===== src/rtl/nsp_pkg.sv =====
// Package for the nearest segment picker: command codes, sequencer states,
// datapath command and status structs, and fixed field widths.
// No dependencies.
package nsp_pkg;

  // Fixed widths of the result fields and the configuration register.
  localparam int DIST_W    = 42;
  localparam int CFG_W     = 12;
  localparam int SEL_W     = 16;
  localparam int T_W       = 17;
  localparam int FRAC_BITS = 8;
  localparam int DIV_STEPS = 16;
  localparam int CNT_W     = $clog2(DIV_STEPS);

  localparam logic [DIST_W-1:0] DIST_MAX   = {DIST_W{1'b1}};
  localparam logic [CFG_W-1:0]  CFG_RESET  = CFG_W'(10);
  localparam logic [T_W-1:0]    T_ONE_Q16  = T_W'(65536);
  localparam int                ROUND_HALF = 2048;
  localparam int                ROUND_SHIFT = 12;

  // Command codes on the input channel.
  typedef enum logic [1:0] {
    CMD_BEGIN   = 2'd0,
    CMD_SEGMENT = 2'd1,
    CMD_NODE    = 2'd2,
    CMD_END     = 2'd3
  } cmd_t;

  // Operand pairs of the shared multiplier.
  typedef enum logic [3:0] {
    MUL_DX_DX,
    MUL_DY_DY,
    MUL_WX_DX,
    MUL_WY_DY,
    MUL_WX_WX,
    MUL_WY_WY,
    MUL_T_DX,
    MUL_T_DY,
    MUL_Q_Q
  } mul_sel_t;

  typedef enum logic [1:0] {
    ACC_HOLD,
    ACC_LOAD,
    ACC_ADD
  } acc_op_t;

  typedef enum logic [1:0] {
    T_HOLD,
    T_ZERO,
    T_ONE,
    T_DIV_INIT
  } t_op_t;

  typedef enum logic [1:0] {
    CMP_NONE,
    CMP_SEG,
    CMP_PT_LANE,
    CMP_NODE
  } cmp_op_t;

  // Sequencer states.
  typedef enum logic [4:0] {
    S_IDLE,
    S_SQDX,
    S_SQDY,
    S_L2,
    S_DOTX,
    S_DOTY,
    S_DOT,
    S_CHK,
    S_DIV,
    S_TX,
    S_EX,
    S_QX,
    S_TY,
    S_EY,
    S_QY,
    S_SUM,
    S_SCMP,
    S_SQWX,
    S_SQWY,
    S_PSUM,
    S_PCMP
  } state_t;

  // Commands from the controller to the datapath.
  typedef struct packed {
    logic     load;
    logic     mul_en;
    mul_sel_t mul_sel;
    acc_op_t  acc_op;
    logic     l2_load;
    t_op_t    t_op;
    logic     div_step;
    logic     q_load;
    logic     q_y;
    cmp_op_t  cmp_op;
  } dp_ctl_t;

  // Status from the datapath to the controller.
  typedef struct packed {
    logic l2_zero;
    logic dot_le0;
    logic dot_ge;
  } dp_stat_t;

endpackage


===== src/rtl/nsp_ctrl.sv =====
// Controller of the nearest segment picker: sequences the datapath through
// the segment and point steps and owns the input and output channel handshakes.
// Depends on nsp_pkg.
module nsp_ctrl import nsp_pkg::*; (
  input  logic     clk,
  input  logic     rst,
  input  logic     in_valid,
  input  cmd_t     in_cmd,
  output logic     in_ready,
  output logic     out_valid,
  input  logic     out_ready,
  input  dp_stat_t stat,
  output dp_ctl_t  ctl
);

  state_t           state, state_next;
  logic [CNT_W-1:0] cnt, cnt_next;
  logic             is_node, is_node_next;
  logic             out_valid_next;
  logic             accept;

  assign in_ready = (state == S_IDLE) &&
                    ((in_cmd != CMD_END) || !out_valid || out_ready);
  assign accept   = in_valid && in_ready;

  // State registers.
  always_ff @(posedge clk) begin
    if (rst) begin
      state     <= S_IDLE;
      cnt       <= '0;
      is_node   <= 1'b0;
      out_valid <= 1'b0;
    end else begin
      state     <= state_next;
      cnt       <= cnt_next;
      is_node   <= is_node_next;
      out_valid <= out_valid_next;
    end
  end

  // Next state.
  always_comb begin
    state_next     = state;
    cnt_next       = cnt;
    is_node_next   = is_node;
    out_valid_next = out_valid && !out_ready;
    unique case (state)
      S_IDLE: begin
        if (accept) begin
          unique case (in_cmd)
            CMD_SEGMENT: begin
              state_next   = S_SQDX;
              is_node_next = 1'b0;
            end
            CMD_NODE: begin
              state_next   = S_SQWX;
              is_node_next = 1'b1;
            end
            CMD_END:   out_valid_next = 1'b1;
            default:   state_next = S_IDLE;
          endcase
        end
      end
      S_SQDX: state_next = S_SQDY;
      S_SQDY: state_next = S_L2;
      S_L2:   state_next = S_DOTX;
      S_DOTX: state_next = S_DOTY;
      S_DOTY: state_next = S_DOT;
      S_DOT:  state_next = S_CHK;
      S_CHK: begin
        cnt_next = '0;
        if (stat.l2_zero) begin
          state_next = S_SQWX;
        end else if (stat.dot_le0 || stat.dot_ge) begin
          state_next = S_TX;
        end else begin
          state_next = S_DIV;
        end
      end
      S_DIV: begin
        cnt_next = cnt + 1'b1;
        if (cnt == CNT_W'(DIV_STEPS - 1)) begin
          state_next = S_TX;
        end
      end
      S_TX:   state_next = S_EX;
      S_EX:   state_next = S_QX;
      S_QX:   state_next = S_TY;
      S_TY:   state_next = S_EY;
      S_EY:   state_next = S_QY;
      S_QY:   state_next = S_SUM;
      S_SUM:  state_next = S_SCMP;
      S_SCMP: state_next = S_IDLE;
      S_SQWX: state_next = S_SQWY;
      S_SQWY: state_next = S_PSUM;
      S_PSUM: state_next = S_PCMP;
      S_PCMP: state_next = S_IDLE;
      default: state_next = S_IDLE;
    endcase
  end

  // Datapath commands.
  always_comb begin
    ctl          = '0;
    ctl.mul_sel  = MUL_DX_DX;
    ctl.acc_op   = ACC_HOLD;
    ctl.t_op     = T_HOLD;
    ctl.cmp_op   = CMP_NONE;
    ctl.load     = accept;
    unique case (state)
      S_SQDX: begin ctl.mul_en = 1'b1; ctl.mul_sel = MUL_DX_DX; end
      S_SQDY: begin ctl.mul_en = 1'b1; ctl.mul_sel = MUL_DY_DY; ctl.acc_op = ACC_LOAD; end
      S_L2:   ctl.acc_op = ACC_ADD;
      S_DOTX: begin ctl.mul_en = 1'b1; ctl.mul_sel = MUL_WX_DX; ctl.l2_load = 1'b1; end
      S_DOTY: begin ctl.mul_en = 1'b1; ctl.mul_sel = MUL_WY_DY; ctl.acc_op = ACC_LOAD; end
      S_DOT:  ctl.acc_op = ACC_ADD;
      S_CHK: begin
        if (stat.l2_zero) begin
          ctl.t_op = T_HOLD;
        end else if (stat.dot_le0) begin
          ctl.t_op = T_ZERO;
        end else if (stat.dot_ge) begin
          ctl.t_op = T_ONE;
        end else begin
          ctl.t_op = T_DIV_INIT;
        end
      end
      S_DIV:  ctl.div_step = 1'b1;
      S_TX:   begin ctl.mul_en = 1'b1; ctl.mul_sel = MUL_T_DX; end
      S_EX:   ctl.q_load = 1'b1;
      S_QX:   begin ctl.mul_en = 1'b1; ctl.mul_sel = MUL_Q_Q; end
      S_TY:   begin ctl.mul_en = 1'b1; ctl.mul_sel = MUL_T_DY; ctl.acc_op = ACC_LOAD; end
      S_EY:   begin ctl.q_load = 1'b1; ctl.q_y = 1'b1; end
      S_QY:   begin ctl.mul_en = 1'b1; ctl.mul_sel = MUL_Q_Q; end
      S_SUM:  ctl.acc_op = ACC_ADD;
      S_SCMP: ctl.cmp_op = CMP_SEG;
      S_SQWX: begin ctl.mul_en = 1'b1; ctl.mul_sel = MUL_WX_WX; end
      S_SQWY: begin ctl.mul_en = 1'b1; ctl.mul_sel = MUL_WY_WY; ctl.acc_op = ACC_LOAD; end
      S_PSUM: ctl.acc_op = ACC_ADD;
      S_PCMP: ctl.cmp_op = is_node ? CMP_NODE : CMP_PT_LANE;
      default: ctl.mul_en = 1'b0;
    endcase
  end

`ifndef SYNTH
  // No transaction is taken while an item is in progress.
  a_busy_stall: assert property (@(posedge clk) disable iff (rst)
    (state != S_IDLE) |-> !in_ready)
    else $error("input taken while busy");

  // The divider runs exactly its step count.
  a_div_len: assert property (@(posedge clk) disable iff (rst)
    (state == S_DIV && cnt == CNT_W'(DIV_STEPS - 1)) |=> (state == S_TX))
    else $error("divider step count wrong");

  // An end transaction always presents a result.
  a_end_result: assert property (@(posedge clk) disable iff (rst)
    (accept && in_cmd == CMD_END) |=> out_valid)
    else $error("end transaction without result");
`endif

endmodule


===== config.mk =====
export PLATFORM = sky130hd
export DESIGN_NAME = nsp_ctrl
export DESIGN_NICKNAME = d
export VERILOG_FILES = /design/src/rtl/nsp_pkg.sv /design/src/rtl/nsp_ctrl.sv
export SDC_FILE = /design/constraint.sdc
export NUM_CORES = 1
export LEC_CHECK = 0
export CAP_MARGIN = 10
export CORE_UTILIZATION = 30
export DETAILED_ROUTE_END_ITERATION = 8
export DONT_BUFFER_PORTS = 1
export MAX_ROUTING_LAYER = met4
export PLACE_DENSITY = 0.42
export SLEW_MARGIN = 10
export SYNTH_ARGS = -nofsm -noshare
export SYNTH_HDL_FRONTEND = slang
export SYNTH_SLANG_ARGS = --single-unit

===== constraint.sdc =====
create_clock -name clk -period 1.8 [get_ports clk]
set_clock_uncertainty 0.1 [all_clocks]
set_input_delay 0.36 -clock clk [delete_from_list [all_inputs] [get_ports clk]]
set_output_delay 0.36 -clock clk [all_outputs]
set_load 0.005 [all_outputs]

==> out/metrics.csv <==
metric,value,unit
wire length of the first global-routing pass,3629,µm
final wirelength,2332,µm
R2R Path Start,state[3],
Total Nets Final,158,
maximum fanout encountered on the critical timing path,9,
nature of the critical path endpoint,output pin,
Congestion Overflow GR,0,
R2R depth,5,
num rows,19,
number of buffers on the longest clock path,2,
startpoint of the tightest hold check path,rst,
clock root buffer,sky130_fd_sc_hd__clkbuf_4,
Port Buf Inserts,0,
global placement routability congestion,0.7445,
CTS tree,done,
minimum clock period after layout,1726,ps
RSZ-0062 raised after global routing,true,
core area,2853,µm²
terminus of the critical flop-to-flop path,is_node,
Clock H-tree levels,1,
clock buffer count from CTS,3,
Post-Place Cells,166,
number of sinks handled by clock tree synthesis,11,
outcome,completed,
leakage power figure,0.4663,nW
aggregate global-route resource usage,14.53,%
initial antenna violation count,0,
vias in the first global route,821,
die area,3365,µm²
DRC errors left,0,
required time at the worst-slack endpoint,1340,ps
count of different cell masters after synthesis,39,
"most common cell after layout, fill and taps aside",sky130_fd_sc_hd__buf_4,
class of the tightest hold or removal check,input port to flop,
fin. max-slew vios,0,
crit share post-route,95.87,%
cell area after layout,1144,µm²
syn avg cell area,7.238,µm²
width of the die,58.01,µm
pin count of the biggest net entering global routing,14,
sequential fraction of the synthesis area,23.40,%
Via-to-Cell Ratio,5.440,
maximum clock frequency,579.5,MHz
non-filler instance count after layout,175,
Ys Warns,0,
final setup violation count,0,
top cell type by total area after synthesis,sky130_fd_sc_hd__dfxtp_1,
post-synth net total,143,
Diodes inserted,0,
clock slew at reported path FFs,70,ps
endpoints failing hold,0,
nature of the critical path startpoint,flop,
max-capacitance violation count,0,
vertical die dimension,58.01,µm
fraction of final layout cells sized beyond drive strength 1,27.08,%
max_slew headroom,80.98,%
Worst Hold Path Cells,1,
Seq cells post-synth,11,
Area contributors post-synth,"sky130_fd_sc_hd__dfxtp_1 (23%), sky130_fd_sc_hd__nor2_1 (6.0%), sky130_fd_sc_hd__a21oi_1 (5.9%)",
worst setup slack for register-to-register paths,280,ps
type of the worst setup path,flop to output pin,
vias post-DR,952,
data arrival time at the worst-slack endpoint,1270,ps
Peak supply drop,0.0003997,V
worst path setup slack after routing,74.28,ps
DPL Wire Length,1805,µm
TritonRoute pass-1 iters,4,
synthesized cell area,940.9,µm²
area grow syn2layout,21.54,%
top cell type's share of synthesized area,23.40,%
residual antenna-violating net count after detailed routing,0,
count of boundary I/O pins,27,
setup total negative slack,0,ps
number of standard cells after synthesis,130,
slew at the pin closest to its max-slew limit,284.4,ps
Placed Instance Area,1041,µm²
Post-Place Setup Slack,173.7,ps
number of DRC violations after detailed-routing iteration 0,21,
final cell utilization of the core,40.09,%
routed wire length per instance,13.33,µm
number of buffers added to fix hold violations after cts,0,
initial core utilization,32.98,%
"top library cells by usage in the layout, fill and taps aside","sky130_fd_sc_hd__buf_4 (19), sky130_fd_sc_hd__nor2_1 (13), sky130_fd_sc_hd__a21oi_1 (11)",
total power divided by cell area,612.3,nW/µm²
Worst-Skew Late Latency,270,ps
Min-Delay Endpoint,state[1],
## through the flow
| step | hold slack (ps) | power (mW) |
|---|---|---|
| 2_1_floorplan | 348.1 | 0.4546 |
| 3_3_place_gp | 331.0 | 0.5153 |
| 3_5_place_dp | 333.1 | 0.5138 |
| 4_1_cts | 36.19 | 0.6915 |
| 5_1_grt | 24.89 | 0.7521 |
| 6_report | 48.06 | 0.7002 |
## Yosys cell counts (all sizes together)
cell    count
nor2       16
a21oi      11
dfxtp      11
nand2      10
o21ai       9
buf         7
nand2b      6
nor3        6
and3        5
inv         5
ha          4
mux2i       4
xor2        4
a22oi       3
a31oi       3
and2        3
a211oi      2
clkbuf      2
nand3       2
nand3b      2
nand4       2
o211ai      2
or2         2
a31o        1
and2b       1
and4b       1
nor2b       1
nor3b       1
o22ai       1
o31ai       1
o32ai       1
or3b        1
## layer usage
metal	track usage [%]	routed length [µm]	up-vias
met5	-	0	-
met4	4.082	9	0
li1	-	-	493
met1	17.03	1094	440
met2	24.14	1133	17
met3	4.241	94	2
## cells by family after synthesis
| family | synth area share [%] |
|---|---|
| compound gates | 22.07 |
| xor+xnor | 3.723 |
| buf+inv | 6.648 |
| mux | 4.255 |
| simple gates | 34.58 |
| flops | 23.40 |
| fa+ha+maj | 5.319 |
## state kept, by name, indices dropped and copies added, names as in the netlist
signal / flops
is_node: 1
out_valid: 1
cnt: 4
state: 5
## how the worst max path moves through the flow
stage,from,endpoint,depth (start not counted)
2_1_floorplan,state[0],ctl[3],4
3_5_place_dp,state[3],is_node,4
4_1_cts,state[3],ctl[12],4
3_3_place_gp,state[3],ctl[9],4
5_1_grt,state[3],ctl[12],4
6_report,state[3],ctl[12],4
## power breakdown
part,total (mW),internal (mW),switching [mW]
Sequential,0.281,0.255,0.0261
Clock,0.167,0.0858,0.0814
Combinational,0.252,0.120,0.132
## what timing repair did
item | in CTS | in global routing
setup buffers | 0 | 5
resized for setup | 5 | 11
pin swaps | 1 | 4
endpoints found under the setup margin | 14 | 12
## critical path, stage by stage (launching register included)
cell and delay (ps):
sky130_fd_sc_hd__dfxtp_4 390, sky130_fd_sc_hd__nand2b_4 150, sky130_fd_sc_hd__a211oi_2 210, sky130_fd_sc_hd__a31oi_1 70
sky130_fd_sc_hd__o22ai_1 180
## final cells by class
cell class / instances / area (µm²)
clock buffer: 4 / 26.28
tap: 31 / 38.79
multi-input combinational: 105 / 680.7
fill: 307 / 1709
inverter: 5 / 18.77
sequential: 11 / 236.5
timing repair buffer: 19 / 142.6
Power figures use the tool's default switching activity.
