==> config.mk <==
export PLATFORM = sky130hd
export DESIGN_NAME = nsp_datapath
export DESIGN_NICKNAME = d
export VERILOG_FILES = /design/src/rtl/nsp_pkg.sv /design/src/rtl/nsp_datapath.sv
export SDC_FILE = /design/constraint.sdc
export NUM_CORES = 2
export LEC_CHECK = 0
export BUFFER_PORTS_ARGS = -buffer_cell sky130_fd_sc_hd__buf_2
export CORE_MARGIN = 2
export CORE_UTILIZATION = 60
export DETAILED_ROUTE_END_ITERATION = 10
export MAX_ROUTING_LAYER = met4
export PLACE_DENSITY = 0.81
export SKIP_LAST_GASP = 1
export SLEW_MARGIN = 20
export SYNTH_ARGS = -nofsm -noshare
export SYNTH_HDL_FRONTEND = slang
export SYNTH_SLANG_ARGS = --single-unit
==> constraint.sdc <==
create_clock -name clk -period 16.65 [get_ports clk]
set_input_delay 1.665 -clock clk [delete_from_list [all_inputs] [get_ports clk]]
set_output_delay 1.665 -clock clk [all_outputs]
set_load 0.02 [all_outputs]
==> src/rtl/nsp_pkg.sv <==
// Package for the nearest segment picker: command codes, sequencer states,
// datapath command and status structs, and fixed field widths.
// No dependencies.
package nsp_pkg;

  // Fixed widths of the result fields and the configuration register.
  localparam int DIST_W    = 42;
  localparam int CFG_W     = 12;
  localparam int SEL_W     = 16;
  localparam int T_W       = 17;
  localparam int FRAC_BITS = 8;
  localparam int DIV_STEPS = 16;
  localparam int CNT_W     = $clog2(DIV_STEPS);

  localparam logic [DIST_W-1:0] DIST_MAX   = {DIST_W{1'b1}};
  localparam logic [CFG_W-1:0]  CFG_RESET  = CFG_W'(10);
  localparam logic [T_W-1:0]    T_ONE_Q16  = T_W'(65536);
  localparam int                ROUND_HALF = 2048;
  localparam int                ROUND_SHIFT = 12;

  // Command codes on the input channel.
  typedef enum logic [1:0] {
    CMD_BEGIN   = 2'd0,
    CMD_SEGMENT = 2'd1,
    CMD_NODE    = 2'd2,
    CMD_END     = 2'd3
  } cmd_t;

  // Operand pairs of the shared multiplier.
  typedef enum logic [3:0] {
    MUL_DX_DX,
    MUL_DY_DY,
    MUL_WX_DX,
    MUL_WY_DY,
    MUL_WX_WX,
    MUL_WY_WY,
    MUL_T_DX,
    MUL_T_DY,
    MUL_Q_Q
  } mul_sel_t;

  typedef enum logic [1:0] {
    ACC_HOLD,
    ACC_LOAD,
    ACC_ADD
  } acc_op_t;

  typedef enum logic [1:0] {
    T_HOLD,
    T_ZERO,
    T_ONE,
    T_DIV_INIT
  } t_op_t;

  typedef enum logic [1:0] {
    CMP_NONE,
    CMP_SEG,
    CMP_PT_LANE,
    CMP_NODE
  } cmp_op_t;

  // Sequencer states.
  typedef enum logic [4:0] {
    S_IDLE,
    S_SQDX,
    S_SQDY,
    S_L2,
    S_DOTX,
    S_DOTY,
    S_DOT,
    S_CHK,
    S_DIV,
    S_TX,
    S_EX,
    S_QX,
    S_TY,
    S_EY,
    S_QY,
    S_SUM,
    S_SCMP,
    S_SQWX,
    S_SQWY,
    S_PSUM,
    S_PCMP
  } state_t;

  // Commands from the controller to the datapath.
  typedef struct packed {
    logic     load;
    logic     mul_en;
    mul_sel_t mul_sel;
    acc_op_t  acc_op;
    logic     l2_load;
    t_op_t    t_op;
    logic     div_step;
    logic     q_load;
    logic     q_y;
    cmp_op_t  cmp_op;
  } dp_ctl_t;

  // Status from the datapath to the controller.
  typedef struct packed {
    logic l2_zero;
    logic dot_le0;
    logic dot_ge;
  } dp_stat_t;

endpackage

==> src/rtl/nsp_datapath.sv <==
// Datapath of the nearest segment picker: query state, shared multiplier,
// accumulator, restoring divider for t, rounding and the best-distance compare.
// Depends on nsp_pkg.
module nsp_datapath import nsp_pkg::*; #(
  parameter int COORD_BITS = 16,
  parameter int ID_BITS    = 16
) (
  input  logic                         clk,
  input  logic                         rst,
  input  logic                         cfg_we,
  input  logic [CFG_W-1:0]             cfg_data,
  input  cmd_t                         cmd,
  input  logic signed [COORD_BITS-1:0] x0,
  input  logic signed [COORD_BITS-1:0] y0,
  input  logic signed [COORD_BITS-1:0] x1,
  input  logic signed [COORD_BITS-1:0] y1,
  input  logic [ID_BITS-1:0]           item_id,
  input  dp_ctl_t                      ctl,
  output dp_stat_t                     stat,
  output logic                         lane_found,
  output logic [SEL_W-1:0]             lane_sel,
  output logic                         node_found,
  output logic [SEL_W-1:0]             node_sel,
  output logic [DIST_W-1:0]            best_dist_sq
);

  localparam int CW = COORD_BITS;
  localparam int DW = CW + 1;
  localparam int LW = 2 * CW + 3;
  localparam int RW = LW + 1;
  localparam int AW = 2 * CW + 14;
  localparam int MW = (CW + 7 > T_W + 1) ? CW + 7 : T_W + 1;
  localparam int PW = 2 * MW;
  localparam int EW = CW + 19;
  localparam int QW = CW + 6;
  localparam int XW = (AW + FRAC_BITS > DIST_W + 1) ? AW + FRAC_BITS : DIST_W + 1;

  logic [CFG_W-1:0]     max_pick_distance;
  logic signed [CW-1:0] click_x;
  logic signed [CW-1:0] click_y;
  logic [DIST_W-1:0]    best_sq;
  logic                 lane_valid;
  logic [ID_BITS-1:0]   lane_hold;
  logic                 node_valid;
  logic [ID_BITS-1:0]   node_hold;

  logic signed [DW-1:0] dx, dy, wx, wy;
  logic [ID_BITS-1:0]   id_reg;
  logic signed [PW-1:0] prod;
  logic signed [AW-1:0] acc;
  logic [LW-1:0]        l2;
  logic [RW-1:0]        rem;
  logic [T_W-1:0]       t;
  logic [QW-1:0]        q;

  logic signed [MW-1:0] ma, mb;
  logic signed [AW-1:0] prod_a;
  logic [RW-1:0]        rem_sh;
  logic signed [EW-1:0] err;
  logic signed [EW-1:0] err_mag;
  logic [EW-1:0]        q_sum;
  logic [XW-1:0]        cmp_w;
  logic [DIST_W-1:0]    d42;
  logic                 win;

  // Configuration register.
  always_ff @(posedge clk) begin
    if (rst) begin
      max_pick_distance <= CFG_RESET;
    end else if (cfg_we) begin
      max_pick_distance <= cfg_data;
    end
  end

  // Operand capture for segments and nodes.
  always_ff @(posedge clk) begin
    if (ctl.load) begin
      id_reg <= item_id;
      if (cmd == CMD_SEGMENT) begin
        dx <= DW'(x1) - DW'(x0);
        dy <= DW'(y1) - DW'(y0);
        wx <= DW'(click_x) - DW'(x0);
        wy <= DW'(click_y) - DW'(y0);
      end else begin
        dx <= dx;
        dy <= dy;
        wx <= DW'(x0) - DW'(click_x);
        wy <= DW'(y0) - DW'(click_y);
      end
    end
  end

  // Shared multiplier operand select.
  always_comb begin
    ma = MW'(dx);
    mb = MW'(dx);
    case (ctl.mul_sel)
      MUL_DX_DX: begin ma = MW'(dx); mb = MW'(dx); end
      MUL_DY_DY: begin ma = MW'(dy); mb = MW'(dy); end
      MUL_WX_DX: begin ma = MW'(wx); mb = MW'(dx); end
      MUL_WY_DY: begin ma = MW'(wy); mb = MW'(dy); end
      MUL_WX_WX: begin ma = MW'(wx); mb = MW'(wx); end
      MUL_WY_WY: begin ma = MW'(wy); mb = MW'(wy); end
      MUL_T_DX:  begin ma = MW'($signed({1'b0, t})); mb = MW'(dx); end
      MUL_T_DY:  begin ma = MW'($signed({1'b0, t})); mb = MW'(dy); end
      MUL_Q_Q:   begin ma = MW'($signed({1'b0, q})); mb = MW'($signed({1'b0, q})); end
      default:   begin ma = MW'(dx); mb = MW'(dx); end
    endcase
  end

  assign prod_a = AW'(prod);

  // Product register and accumulator.
  always_ff @(posedge clk) begin
    if (ctl.mul_en) begin
      prod <= ma * mb;
    end
    case (ctl.acc_op)
      ACC_LOAD: acc <= prod_a;
      ACC_ADD:  acc <= acc + prod_a;
      default:  acc <= acc;
    endcase
    if (ctl.l2_load) begin
      l2 <= acc[LW-1:0];
    end
  end

  // Clamp decisions on the projection.
  assign stat.l2_zero = (l2 == '0);
  assign stat.dot_le0 = acc[AW-1] || (acc == '0);
  assign stat.dot_ge  = !acc[AW-1] && ($unsigned(acc) >= AW'(l2));

  // Restoring divider: one quotient bit of t per step.
  assign rem_sh = {rem[RW-2:0], 1'b0};

  always_ff @(posedge clk) begin
    case (ctl.t_op)
      T_ZERO:     t <= '0;
      T_ONE:      t <= T_ONE_Q16;
      T_DIV_INIT: begin
        t   <= '0;
        rem <= $unsigned(acc[RW-1:0]);
      end
      default: begin
        if (ctl.div_step) begin
          if (rem_sh >= RW'(l2)) begin
            rem <= rem_sh - RW'(l2);
            t   <= {t[T_W-2:0], 1'b1};
          end else begin
            rem <= rem_sh;
            t   <= {t[T_W-2:0], 1'b0};
          end
        end
      end
    endcase
  end

  // Per-axis error in Q16, rounded half up to Q4.
  assign err     = ((ctl.q_y ? EW'(wy) : EW'(wx)) <<< 16) - EW'(prod);
  assign err_mag = err[EW-1] ? -err : err;
  assign q_sum   = $unsigned(err_mag) + EW'(ROUND_HALF);

  always_ff @(posedge clk) begin
    if (ctl.q_load) begin
      q <= q_sum[QW+ROUND_SHIFT-1:ROUND_SHIFT];
    end
  end

  // Candidate distance, saturated, against the best so far.
  always_comb begin
    if (ctl.cmp_op == CMP_SEG) begin
      cmp_w = XW'($unsigned(acc));
    end else begin
      cmp_w = XW'({$unsigned(acc), {FRAC_BITS{1'b0}}});
    end
    d42 = (cmp_w > XW'(DIST_MAX)) ? DIST_MAX : cmp_w[DIST_W-1:0];
    win = (ctl.cmp_op != CMP_NONE) && (d42 < best_sq);
  end

  // Query state.
  always_ff @(posedge clk) begin
    if (rst) begin
      click_x    <= '0;
      click_y    <= '0;
      best_sq    <= '0;
      lane_valid <= 1'b0;
      lane_hold  <= '0;
      node_valid <= 1'b0;
      node_hold  <= '0;
    end else if (ctl.load && cmd == CMD_BEGIN) begin
      click_x    <= x0;
      click_y    <= y0;
      best_sq    <= DIST_W'({(2 * CFG_W)'(max_pick_distance) * (2 * CFG_W)'(max_pick_distance),
                             {FRAC_BITS{1'b0}}});
      lane_valid <= 1'b0;
      lane_hold  <= '0;
      node_valid <= 1'b0;
      node_hold  <= '0;
    end else if (win) begin
      best_sq <= d42;
      if (ctl.cmp_op == CMP_NODE) begin
        lane_valid <= 1'b0;
        lane_hold  <= '0;
        node_valid <= 1'b1;
        node_hold  <= id_reg;
      end else begin
        lane_valid <= 1'b1;
        lane_hold  <= id_reg;
      end
    end
  end

  // Result register, loaded by an end transaction.
  always_ff @(posedge clk) begin
    if (ctl.load && cmd == CMD_END) begin
      lane_found   <= lane_valid;
      lane_sel     <= lane_valid ? SEL_W'(lane_hold) : '0;
      node_found   <= node_valid;
      node_sel     <= node_valid ? SEL_W'(node_hold) : '0;
      best_dist_sq <= best_sq;
    end
  end

`ifndef SYNTH
  // The remainder stays below the divisor after every step.
  a_rem_bound: assert property (@(posedge clk) disable iff (rst)
    ctl.div_step |=> (rem < RW'(l2)))
    else $error("divider remainder out of range");

  // A winning compare stores the candidate distance.
  a_win_store: assert property (@(posedge clk) disable iff (rst)
    (win && !ctl.load) |=> (best_sq == $past(d42)))
    else $error("best distance not updated on a win");

  // The projection parameter never exceeds one when the error is rounded.
  a_t_range: assert property (@(posedge clk) disable iff (rst)
    ctl.q_load |-> (t <= T_ONE_Q16))
    else $error("projection parameter out of range");
`endif

endmodule

==> reports/metrics.yaml <==
drtIter0Drc: 4406
outcome: "completed"
endpoint: "prod[45]$_DFFE_PP_"
clock_skew_ps: 42.5
worstPathRequired_ps: 17050
wirelength_um: 152000
clkLatencyLatePin_ps: 660
ys_ff_latch: 481
crit_family: "adder cells"
synthesis.nets: 7149
syn_area_sq_um: 54400
gr-usage-all-layers_pct: 33.9
synth_area_leaders: "fa_1 24%, edfxtp_1 20%, ha_1 11%, inv_1 6.8%, nand2_1 5.3%"
clk_pin_slew_ps: 70
grt-ovfl-total: 0
via_per_inst: 5.99
rr_worst_depth: 28
relSlewSlack_pct: 26.4
grt_pass1_wl_um: 240000
antenna_found_initial: 7
critPathKind: "in2reg"
die_area_sq_um: 93100
drive_above_1_share_pct: 7.82
drcViolationCount: 0
setup_viol: 0
arrival_ps: 11710
yosysMostFrequentCell: "inv_1"
fin_crit_ps: 11310
path_max_fanout: 39
critPathBufInv: 7
cp_common_cell: "fa_1"
area_growth_pct: 7.44
io_buffers: 191
fin_crit_sh_pct: 67.9
postSynthCellCount: 5925
yosysUniqueCellTypes: 85
drv_cap: 0
cp.depth: 34
cp-end-kind: "register"
synth_edf_count: 361
num_vias: 43300
drv_slew: 0
worst_slew_pin_slew_ps: 1100
nFillCells: 7234
worstReg2RegStart: "dy[16]$_DFFE_PP_"
cts_sinks: 481
synth_area_leader_cell: "fa_1"
grt_start_max_net_pins: 77
rsz0062_at_grt: "no"
final_core_util_pct: 65.0
crit_start: "ctl[12]"
dpl.hpwl_um: 120000
io-pin-count: 192
cts_root_buf: "clkbuf_16"
critPathSlowestCell: "and4_1"
hp-class: "reg2reg"
cts-hold-fix-buffers: 0
ys_seq_area_share_pct: 24.3
first_global_vias: 44000
post_cts.repair.setup_buffers: 0
die_w_um: 305
seqCellArea_sq_um: 13200
cts_tree: "built"
fp.dieH_um: 305
place.gp.congestion: 1.06
synth_top_area_share_pct: 24.0
hold_violations: 0
synth_warnings: 0
row_count: 110
cts_resized: 0
avgRoutedWirePerCell_um: 21.0
max_stage_delay_ps: 870
multi_input_area_sq_um: 36700
drt-pass1-iter-count: 9
synthTopCellsByCount: "990 x inv_1, 764 x nand2_1, 651 x fa_1, 460 x ha_1, 449 x nor2_1"
fin_tns_setup_ps: 0
ant_nets: 0
fmax_mhz: 88.4
synth.avg_cell_area_sq_um: 9.18
async_reset_ff_share_pct: 0
start_kind: "input pin"
synth_ff_type: "edfxtp_1"
top_regs: "acc (46), prod (46)"
cts_buffer_depth: 3
regToRegEndpoint: "prod[45]$_DFFE_PP_"
htree_levels: 2
numCtsBuffers: 54
nets: 7225
coreArea_sq_um: 89900
r2r_slack_ps: 7400
start_util_pct: 60.5
-- worst min path at each step --
stage	startpoint	endpoint	depth (start not counted)
floorplan	best_sq[10]$_SDFFE_PP0P_	best_dist_sq[10]$_DFFE_PP_	0
global placement	best_sq[13]$_SDFFE_PP0P_	best_dist_sq[13]$_DFFE_PP_	0
finish	best_sq[34]$_SDFFE_PP0P_	best_dist_sq[34]$_DFFE_PP_	0
global route	best_sq[29]$_SDFFE_PP0P_	best_dist_sq[29]$_DFFE_PP_	0
detailed placement	best_sq[34]$_SDFFE_PP0P_	best_dist_sq[34]$_DFFE_PP_	0
CTS	best_sq[34]$_SDFFE_PP0P_	best_dist_sq[34]$_DFFE_PP_	0
-- cells by family after synthesis --
logic type                 share of synthesized area, %
muxes                                              2.67
AOI/OAI and AO/OA                                  11.1
xor gates and xnor gates                           3.73
buffers and inverters                              8.36
and+or+nand+nor                                    15.2
adders and majority gates                          34.5
DFF                                                24.3
-- final cells by class --
class	count	share of cell area [%]
sequential	481	22.7
clock buffer	62	2.42
tap	1176	2.52
multi-input combinational	4233	62.8
timing repair buffer	241	2.30
clock inverter	40	0.927
inverter	990	6.36
antenna	6	0.0257
-- cells in the final DEF, fill, tap and decap left out, drive strengths merged, types with 15 or more instances in the layout --
master / count
a211oi: 18
a21boi: 26
a21o: 112
a21oi: 300
a222oi: 28
a22oi: 17
a31oi: 28
and2: 117
and3: 31
buf: 241
clkbuf: 62
clkinv: 15
dfxtp: 120
edfxtp: 361
fa: 651
ha: 460
inv: 996
mux2: 91
mux2i: 43
nand2: 764
nand2b: 59
nand3: 124
nand4: 51
nor2: 449
nor2b: 58
nor3: 53
nor4: 32
o21a: 35
o21ai: 173
o21bai: 26
o22ai: 24
o31ai: 21
or3: 15
xnor2: 157
xor2: 75
-- metal layers --
| layer | wire length (um) | share of wire (%) | track usage, % | vias up |
|---|---|---|---|---|
| met2 | 69100 | 45 | 53.0 | 2235 |
| met5 | 0 | 0 | - | - |
| met4 | 8870 | 5.8 | 16.7 | 0 |
| met3 | 15200 | 10 | 7.06 | 495 |
| li1 | - | - | - | 19700 |
| met1 | 58700 | 39 | 42.1 | 20900 |
-- metrics by stage --
step / std cells / area, sq um / hold WS, ps / setup slack [ps]
3_5_place_dp: 7120 / 56400 / 415 / 4820
2_1_floorplan: 5925 / 54400 / 408 / 6350
6_report: 7229 / 58500 / 425 / 5340
4_1_cts: 7222 / 58400 / 426 / 5520
3_3_place_gp: 7120 / 56400 / 415 / 5070
5_1_grt: 7229 / 58500 / 445 / 4890
Power is left out: the tool's default activity adds up to more than one toggle a clock period on the data nets, which glitch-free logic cannot reach.
